===== src/rtl/socd_pkg.sv =====
// Shared types and constants for the SOCD direction cleaner.
package socd_pkg;

    typedef enum logic [1:0] {
        MODE_NEUTRAL = 2'd0,
        MODE_LAST    = 2'd1,
        MODE_UP      = 2'd2,
        MODE_FIRST   = 2'd3
    } t_mode;

    typedef enum logic [1:0] {
        DIR_LEFT  = 2'd0,
        DIR_RIGHT = 2'd1,
        DIR_UP    = 2'd2,
        DIR_DOWN  = 2'd3
    } t_dir;

    typedef struct packed {
        logic [1:0] direction;
        logic       pressed;
    } t_in;

    typedef struct packed {
        logic out_left;
        logic out_right;
        logic out_up;
        logic out_down;
    } t_out;

endpackage


===== src/rtl/socd_direction_cleaner.sv =====
// Top level of the SOCD direction cleaner.
//
// Input channel: i_valid / o_ready carry one key event (direction, pressed).
// Output channel: o_valid / i_ready carry the cleaned four-direction result.
// Each accepted event yields exactly one result transfer.
// The result of an event accepted at one edge is
// presented on o_out from that edge onward.
// Throughput is one event per cycle unless the receiver stalls; the held-key update and the output
// logic sit between the state registers and the result register.
// When the receiver stalls, the result register holds its value and o_ready
// drops until the pending result is taken or taken in the same cycle.
// The priority mode is written through i_cfg_we / i_cfg_data and applies to
// the next event; write it only while no result is pending.
// Reset clears the held keys, the axis winners, the mode (neutral) and the
// pending result.
module socd_direction_cleaner
    import socd_pkg::*;
(
    input  logic       i_clk,
    input  logic       i_rst_n,
    input  logic       i_valid,
    output logic       o_ready,
    input  t_in        i_in,
    output logic       o_valid,
    input  logic       i_ready,
    output t_out       o_out,
    input  logic       i_cfg_we,
    input  logic [1:0] i_cfg_data
);

    t_mode r_mode;
    logic  accept;
    logic  space;
    t_out  result;

    assign o_ready = space;
    assign accept  = i_valid && space;

    always_ff @(posedge i_clk) begin
        if (!i_rst_n) begin
            r_mode <= MODE_NEUTRAL;
        end else if (i_cfg_we) begin
            r_mode <= t_mode'(i_cfg_data);
        end
    end

    socd_core u_core (
        .i_clk    (i_clk),
        .i_rst_n  (i_rst_n),
        .i_accept (accept),
        .i_event  (i_in),
        .i_mode   (r_mode),
        .o_result (result)
    );

    socd_out_reg u_out_reg (
        .i_clk   (i_clk),
        .i_rst_n (i_rst_n),
        .i_load  (accept),
        .i_data  (result),
        .i_ready (i_ready),
        .o_valid (o_valid),
        .o_data  (o_out),
        .o_space (space)
    );

endmodule


===== src/rtl/socd_core.sv =====
// Held-key and axis-winner state with the cleaned-output logic.
module socd_core
    import socd_pkg::*;
(
    input  logic  i_clk,
    input  logic  i_rst_n,
    input  logic  i_accept,
    input  t_in   i_event,
    input  t_mode i_mode,
    output t_out  o_result
);

    logic [3:0] r_held;
    logic [1:0] r_winner;
    logic [3:0] n_held;
    logic [1:0] n_winner;

    logic       axis;
    logic       side;
    logic       other_held;
    logic [1:0] other_dir;
    logic [1:0] h_out;
    logic [1:0] v_out;

    // Returns {high key, low key} for one axis.
    function automatic logic [1:0] axis_out(input logic lo, input logic hi,
                                            input logic w, input logic vert,
                                            input t_mode mode);
        logic [1:0] res;
        res = {hi, lo};
        if (lo && hi) begin
            unique case (mode)
                MODE_LAST, MODE_FIRST: res = w ? 2'b10 : 2'b01;
                MODE_UP:               res = vert ? 2'b01 : 2'b00;
                default:               res = 2'b00;
            endcase
        end
        return res;
    endfunction

    always_comb begin
        axis       = i_event.direction[1];
        side       = i_event.direction[0];
        other_dir  = {i_event.direction[1], ~i_event.direction[0]};
        other_held = r_held[other_dir];
        n_held     = r_held;
        n_winner   = r_winner;
        if (i_event.pressed) begin
            n_held[i_event.direction] = 1'b1;
            if (!(i_mode == MODE_FIRST && other_held)) begin
                n_winner[axis] = side;
            end
        end else begin
            n_held[i_event.direction] = 1'b0;
            if (other_held) begin
                n_winner[axis] = ~side;
            end
        end
        h_out = axis_out(n_held[DIR_LEFT], n_held[DIR_RIGHT], n_winner[0], 1'b0, i_mode);
        v_out = axis_out(n_held[DIR_UP], n_held[DIR_DOWN], n_winner[1], 1'b1, i_mode);
        o_result.out_left  = h_out[0];
        o_result.out_right = h_out[1];
        o_result.out_up    = v_out[0];
        o_result.out_down  = v_out[1];
    end

    always_ff @(posedge i_clk) begin
        if (!i_rst_n) begin
            r_held   <= '0;
            r_winner <= '0;
        end else if (i_accept) begin
            r_held   <= n_held;
            r_winner <= n_winner;
        end
    end

endmodule


===== src/rtl/socd_out_reg.sv =====
// Result register with valid/ready handshake toward the receiver.
module socd_out_reg
    import socd_pkg::*;
(
    input  logic i_clk,
    input  logic i_rst_n,
    input  logic i_load,
    input  t_out i_data,
    input  logic i_ready,
    output logic o_valid,
    output t_out o_data,
    output logic o_space
);

    logic r_valid;
    t_out r_data;

    assign o_space = !r_valid || i_ready;
    assign o_valid = r_valid;
    assign o_data  = r_data;

    always_ff @(posedge i_clk) begin
        if (!i_rst_n) begin
            r_valid <= 1'b0;
        end else if (i_load) begin
            r_valid <= 1'b1;
        end else if (i_ready) begin
            r_valid <= 1'b0;
        end
    end

    always_ff @(posedge i_clk) begin
        if (i_load) begin
            r_data <= i_data;
        end
    end

endmodule


===== config.mk =====
export PLATFORM = sky130hd
export DESIGN_NAME = socd_direction_cleaner
export DESIGN_NICKNAME = d
export VERILOG_FILES = /design/src/rtl/socd_pkg.sv /design/src/rtl/socd_direction_cleaner.sv /design/src/rtl/socd_core.sv /design/src/rtl/socd_out_reg.sv
export SDC_FILE = /design/constraint.sdc
export NUM_CORES = 1
export LEC_CHECK = 0
export ABC_AREA = 1
export BUFFER_PORTS_ARGS = -buffer_cell sky130_fd_sc_hd__buf_2
export CAP_MARGIN = 20
export CORE_UTILIZATION = 35
export DETAILED_ROUTE_END_ITERATION = 10
export PLACE_DENSITY = 0.59
export SLEW_MARGIN = 40
export SYNTH_ARGS = -nofsm -noshare
export SYNTH_HDL_FRONTEND = slang
export SYNTH_SLANG_ARGS = --single-unit

===== constraint.sdc =====
create_clock -name i_clk -period 1.7 [get_ports i_clk]
set_input_delay 0.17 -clock i_clk [delete_from_list [all_inputs] [get_ports i_clk]]
set_output_delay 0.17 -clock i_clk [all_outputs]
set_load 0.005 [all_outputs]

# After elaboration in Yosys (flattened, before gate mapping)
# Index checks and enable logic that the tools add are counted.
totals:
  ff_bits: 13
  latchBits: 0
  ramBits: 0
  mem_bits_ro: 0
  output_inout_bits: 6
  word_cells: 50
  memories: 0
op_classes:
  n_addsub: 0
  n_mul: 0
  div_mod_pow: 0
  order_cmp: 5
  n_eq_ne: 3
  n_shift: 0
  muxes: 20
  n_bitwise: 4
  reduce_logical: 10
ops:
  columns: ["operator", "n"]
  rows:
  - ["2-bit 2-to-1 mux", 8]
  - ["1-bit logical AND", 6]
  - ["2-bit by 3-bit less-than comparator with 1-bit output (second input constant)", 2]
  - ["1-bit 2-to-1 mux", 5]
  - ["4-bit bitwise AND", 1]
  - ["2-bit bitwise mux", 2]
  - ["2-bit equality test (second input constant)", 2]
  - ["4-bit 2-to-1 mux", 1]
  - ["4-bit NOT", 1]
  - ["4-bit bitwise OR", 1]
  - ["2-bit case mux with 2 select lines", 1]
  - ["1-bit binary-select mux with 2-bit select", 1]
  - ["1-bit demux with 2-bit select", 1]
  - ["2-bit by 1-bit equality test with 1-bit output (second input constant)", 1]
  - ["2-bit by 1-bit greater-or-equal comparator with 1-bit output (second input constant)", 1]
  - ["1-bit by 2-bit less-than comparator with 1-bit output (second input constant)", 1]
  - ["2-bit nonzero test", 1]
  - ["2-bit OR reduction", 1]
  - ["1-bit demux with 1-bit select", 1]
  - ["1-bit greater-or-equal comparator (second input constant)", 1]
  - ["1-bit zero test", 1]
  - ["1-bit logical OR", 1]
  - ["1-bit NOT", 1]

# Logic depth before layout (Yosys ltp)
# Gate-level depths: netlist of run 1.
logic_depth:
  word_depth: 10
  mapped_depth: 12

# Hierarchy
# A second synthesis of run 1 with hierarchy kept.
hier_totals:
  hier_cells: 118
  area_unflattened_um2: 785.8
modules_own_cells:
  columns: ["mod", "n_inst", "cells_each", "area_per_inst_um2"]
  rows:
  - ["socd_core", 1, 94, 534.3]
  - ["socd_out_reg", 1, 10, 166.4]
  - ["socd_direction_cleaner", 1, 14, 85.1]

# Worst setup path before layout of run 1
# OpenSTA, ideal clock, no wires.
synth_path:
  path_kind: "flip-flop to flip-flop"
  startpoint: "register u_core.r_held[2]"
  endpoint: "register u_out_reg.r_data (netlist bit u_out_reg.o_data[2]), data pin"
  setup_ps: 252
  t_arrival_ps: 928
  slack_ps: 520
  stages_incl_launch_ff: 12
  n_path_buf: 0
  period_less_slack_ps: 1180
  path_cell_list: "dfxtp_1 nand2_1 nand2_1 nand2_2 nand2_4 nand2_2 nand2_1 nand2_1 nand2_2 nand2_2 nand3_2 nand2_1"
synth_lines:
  columns: ["item", "line", "rtl"]
  rows:
  - ["from (decl)", "socd_core.sv:13", "logic [3:0] r_held;"]
  - ["from (signal assigned)", "socd_core.sv:72", "r_held <= n_held;"]
  - ["to (signal assigned)", "socd_out_reg.sv:34", "r_data <= i_data;"]
  - ["to (decl)", "socd_out_reg.sv:16", "t_out r_data;"]

==> metrics, run 1 <==
MaxCap Viol Count 0; cts repair resizes 0; mapped cell area about 750 um2; Final ANT Viol Nets 0; RSZ-0062 raised after global routing no; synthesized instance count roughly 110; core area between 0.0015 and 0.002 mm2; pre-CTS WS 341.8 ps; minimum clock period between 1000 and 1500 ps; Syn-to-layout area delta 17.30%; antenna cells 0; initial antenna violation count 0; GPL Wtd Cong roughly 0.80; Vias approximately 710; status complete, no violations; Yosys warnings 0; num ports 16; vias in the first global route 630; CP required 1730 ps; P_leak approximately 0.43 nW; Peak Freq around 760 MHz; nets ~140; initial core utilization 0.3794; Finished Cell Area approximately 900 um2; H-Tree Depth 1; GRT Total Usage 0.1519; Seq/Total Area, Yosys 0.3993; startpoint class of the critical path flop; clock sinks 13; Detailed Place HPWL roughly 1200 um; post-synthesis sequential element count 13; Hold WS 126.2 ps; TritonRoute pass-1 iters 4; fin crit share 0.7707; grt ovf 0; Root Driver clkbuf_4; Clk Latency, worst-skew pair 270 ps; Slew Viols, Final 0; top_reg_cell synth dfxtp_1; Overall Power 0.0006875 W; max_slew headroom 0.7100; first-pass GRT wire length between 2000 and 3000 um; asr flop ratio synth 0; Port Buf Inserts 15; worst hold path type input pin to flop; buffer count from post-CTS setup fixing 0; worst clock skew 1.501 ps; share of cells above drive strength 1 0.2698; DRT iter0 DRCs 11; Synth area leaders dfxtp_1, nand2_1, edfxtp_1; PwrDens between 700 and 800 mW/mm2; Max VDD drop around 0.00038 V; post-synth top area share 0.2396; Reg clk slew, reported paths approximately 70 ps; CP Capture Type flop; CTS tree yes; Syn Area/Cell 6.963 um2; hold_buf cts 0; CP Class flop to flop; Post-synth top cells nand2_1, inv_1, o21ai_0; die area roughly 0.0023 mm2; number of synthesized flops with an enable pin 4; Via density 4.647; pin count of the biggest net entering global routing 16; WP data arrival 1340 ps; fillcell total 220; Die Wd between 40 and 50 um; num rows 16; clock buffer depth 2; placed cell area between 800 and 900 um2; Post-Route WL 1538 um; setup ws final approximately 390 ps; syn nets 118; worst-margin pin slew between 400 and 500 ps; final hold vios 0; setup violators final 0; crit path max fanout 5; CTS buffer count 3; DRC Markers 0; TNS Setup 0 ps; area leader, netlist dfxtp_1; die height between 40 and 50 um; most numerous cell in the Yosys netlist nand2_1; synth unique cells 20; wire per inst around 10 um
==> layout by cell type (no fill, tap or decap), types with 2 or more instances in the layout <==
cell,netlist,layout
dfxtp_1,9,9
o21ai_0,10,10
nor2_1,8,8
nand3_1,5,5
inv_2,2,2
nand2_2,6,6
edfxtp_1,4,4
a21oi_1,5,5
nand3_2,3,3
buf_2,1,15
nand2_1,34,34
clkbuf_4,0,3
inv_1,11,11
o21ai_1,3,3
==> sequential cells by signal, indices dropped and copies added (netlist names) <==
| name | count |
|---|---|
| u_core.r_held | 4 |
| u_out_reg.o_data | 4 |
| r_mode | 2 |
| u_core.r_winner | 2 |
| u_out_reg.o_valid | 1 |
==> power by group <==
part	switching (W)	internal, W	total, W	leakage [nW]
clock	0.0000931	0.0000908	0.000184	0.0150
combinational	0.0000877	0.0000531	0.000141	0.302
sequential	0.0000158	0.000347	0.000363	0.115
total	0.000197	0.000491	0.000687	0.432
==> logic make-up after synthesis <==
logic type | count (synthesis) | share of synthesized area
simple gates | 60 | 0.3727
compound gates | 21 | 0.1564
flops | 13 | 0.3993
buf+inv | 14 | 0.07155
==> through the flow <==
step                std cells  utilization
floorplan                 108            -
global placement          149       0.4318
detailed placement        149       0.4318
CTS                       153       0.4451
global route              153       0.4451
finish                    153       0.4451
==> worst paths after layout <==
check | endpoint | depth (start not counted) | slack (ps) | startpoint
hold / removal | r_mode[0] | 3 | 130 | i_cfg_data[0]
setup reg to reg | u_out_reg.o_data[2] | 11 | 390 | u_core.r_held[3]
setup / recovery | u_out_reg.o_data[2] | 11 | 390 | u_core.r_held[3]
hold reg to reg | u_out_reg.o_valid | 2 | 520 | u_out_reg.o_valid
==> critical path, stage by stage, from the launching register on <==
cell and delay, ps:
dfxtp_1 370, nand2_1 70, nand2_1 70, nand2_2 80, nand2_4 100, nand2_2 60
nand2_1 50, nand2_1 50, nand2_2 70, nand2_2 60, nand3_2 60, nand2_1 40
==> layout make-up <==
cell class                 instances  area, um2  share of cell area
clock buffer                       4      26.28             0.02979
timing repair buffer              15      75.07             0.08511
multi-input combinational         81      397.9              0.4511
tap                               27      33.78             0.03830
inverter                          13      48.80             0.05532
sequential                        13      300.3              0.3404
==> per-layer routing <==
layer | share of wire | GRT usage | up-vias
li1 | - | - | 387
met5 | 0 | 0 | -
met4 | 0.0091 | 0.07353 | 0
met1 | 0.53 | 0.2153 | 305
met2 | 0.43 | 0.2254 | 17
met3 | 0.038 | 0.02201 | 2
Power figures use the tool's default switching activity.
==> run 2: changes to the inputs <==
--- a/config.mk
+++ b/config.mk
@@ -10,7 +10,7 @@
 export CAP_MARGIN = 20
 export CORE_UTILIZATION = 35
 export DETAILED_ROUTE_END_ITERATION = 10
-export PLACE_DENSITY = 0.59
+export PLACE_DENSITY = 0.61
 export SLEW_MARGIN = 40
 export SYNTH_ARGS = -nofsm -noshare
 export SYNTH_HDL_FRONTEND = slang
==> constraint.sdc (replaced) <==
create_clock -name i_clk -period 1.1 [get_ports i_clk]
set_input_delay 0.11 -clock i_clk [delete_from_list [all_inputs] [get_ports i_clk]]
set_output_delay 0.11 -clock i_clk [all_outputs]
set_load 0.005 [all_outputs]
==> metrics, run 2 (same netlist as run 1, synthesis figures left out) <==
die area 0.002338 mm2 (unchanged); antenna cells 0 (unchanged); Max VDD drop 0.0006346 V (+67%); setup violators final 5 (+5); Final ANT Viol Nets 0 (unchanged); clock sinks 13 (unchanged); first-pass GRT wire length 3029 um (+8.4%); status finished with violations; Via density 4.699 (+1.1%); TNS Setup -675.9 ps (-675.9 ps); WP data arrival 1310 ps (-30 ps); H-Tree Depth 1 (unchanged); Detailed Place HPWL 1293 um (+5.2%); Peak Freq 789.4 MHz (+3.4%); CTS tree yes; num ports 16 (unchanged); fin crit share 1.152 (+0.3809); leading cell type in the layout, fill and taps excluded nand2_1; nets 160 (+17%); max_slew headroom 0.8751 (+0.1651); P_leak 0.5738 nW (+33%); RSZ-0062 raised after global routing yes; DRC Markers 0 (unchanged); initial antenna violation count 0 (unchanged); Reg clk slew, reported paths 90 ps (+20 ps); MaxCap Viol Count 0 (unchanged); CTS buffer count 3 (unchanged); final hold vios 0 (unchanged); clock buffer depth 2 (unchanged); Die Wd 48.35 um (unchanged); Port Buf Inserts 15 (unchanged); CP required 1150 ps (-580 ps); startpoint class of the critical path flop; PwrDens 1073 mW/mm2 (+38%); worst clock skew 9.272 ps (+7.771 ps); pre-CTS WS -170.7 ps (-512.5 ps); die height 48.35 um (unchanged); grt ovf 0 (unchanged); worst hold path type input pin to flop; minimum clock period 1267 ps (-43.44 ps); wire per inst 9.409 um (-6.4%); failing checks setup timing; pin count of the biggest net entering global routing 10 (-6); vias in the first global route 742 (+18%); Slew Viols, Final 0 (unchanged); GPL Wtd Cong 0.8242 (+2.9%); worst-margin pin slew 187.1 ps (-247.3 ps); Overall Power 0.001188 W (+73%); TritonRoute pass-1 iters 4 (unchanged); share of cells above drive strength 1 0.4832 (+0.2134); CP Class flop to flop; Vias 827 (+16%); DRT iter0 DRCs 21 (+10); Root Driver clkbuf_4; commonest cells after routing, fill and taps aside nand2_1, buf_4, buf_2; core area 0.001982 mm2 (unchanged); CP Capture Type flop; GRT Total Usage 0.1638 (+0.01188); Clk Latency, worst-skew pair 280 ps (about the same); Syn-to-layout area delta 47.25%; setup ws final -166.8 ps (-556.6 ps); crit path max fanout 5 (unchanged); num rows 16 (unchanged); initial core utilization 0.3794 (unchanged); Post-Route WL 1656 um (+7.7%)
run 2: area by class of cell:
type	instances	area [um2]
repair buffers	38	247.7
clock inverters	1	5.005
clock buffers	3	22.52
flip-flops and latches	13	306.5
multi-input cells	81	442.9
well taps	27	33.78
fillers	188	874.6
inverters	13	48.80
run 2: worst paths after layout:
path                     start  cells after the start                  end  slack, ps
max           u_core.r_held[0]                     11  u_out_reg.o_data[2]       -170
min              i_cfg_data[0]                      3            r_mode[0]         50
max reg2reg   u_core.r_held[0]                     11  u_out_reg.o_data[2]       -170
min reg2reg  u_out_reg.o_valid                      2    u_out_reg.o_valid        520
run 2: through the flow:
| stage | hold WS (ps) | std cells | utilization | area, um2 |
|---|---|---|---|---|
| floorplan | 240.9 | 108 | - | 755.7 |
| global placement | 331.1 | 170 | 0.5133 | 1017 |
| detailed placement | 340.2 | 170 | 0.5133 | 1017 |
| CTS | 53.98 | 175 | 0.5354 | 1061 |
| global route | 61.67 | 176 | 0.5587 | 1107 |
| finish | 53.92 | 176 | 0.5587 | 1107 |
run 2: per-layer routing:
| layer | GRT usage | part of all wire | up-vias |
|---|---|---|---|
| met5 | 0 | 0 | - |
| met1 | 0.2090 | 0.47 | 367 |
| met3 | 0.03145 | 0.046 | 4 |
| li1 | - | - | 434 |
| met4 | 0.07353 | 0.016 | 0 |
| met2 | 0.2676 | 0.46 | 22 |
run 2: power by group:
| group | leakage, nW | internal, W | switching [W] |
|---|---|---|---|
| logic | 0.440 | 0.000162 | 0.000173 |
| registers | 0.117 | 0.000539 | 0.0000164 |
| clock network | 0.0177 | 0.000135 | 0.000163 |
| total | 0.574 | 0.000836 | 0.000352 |
run 2: repair_timing:
| item | 4_1_cts | 5_1_grt |
|---|---|---|
| hold buffers | 0 | 0 |
| pin swaps | 1 | 9 |
| setup endpoints to repair | 6 | 9 |
| gates resized for setup | 3 | 11 |
| buffers inserted | 1 | 1 |
run 2: worst max-delay path: stages, from the launching register on:
cell     delay, ps
dfxtp_2        330
nand2_1         40
nand2_1         70
nand2_2         80
nand2_4         90
nand2_4         60
nand2_2         70
nand2_2         50
nand2_2         70
nand2_2         70
nand3_2         50
nand2_1         40
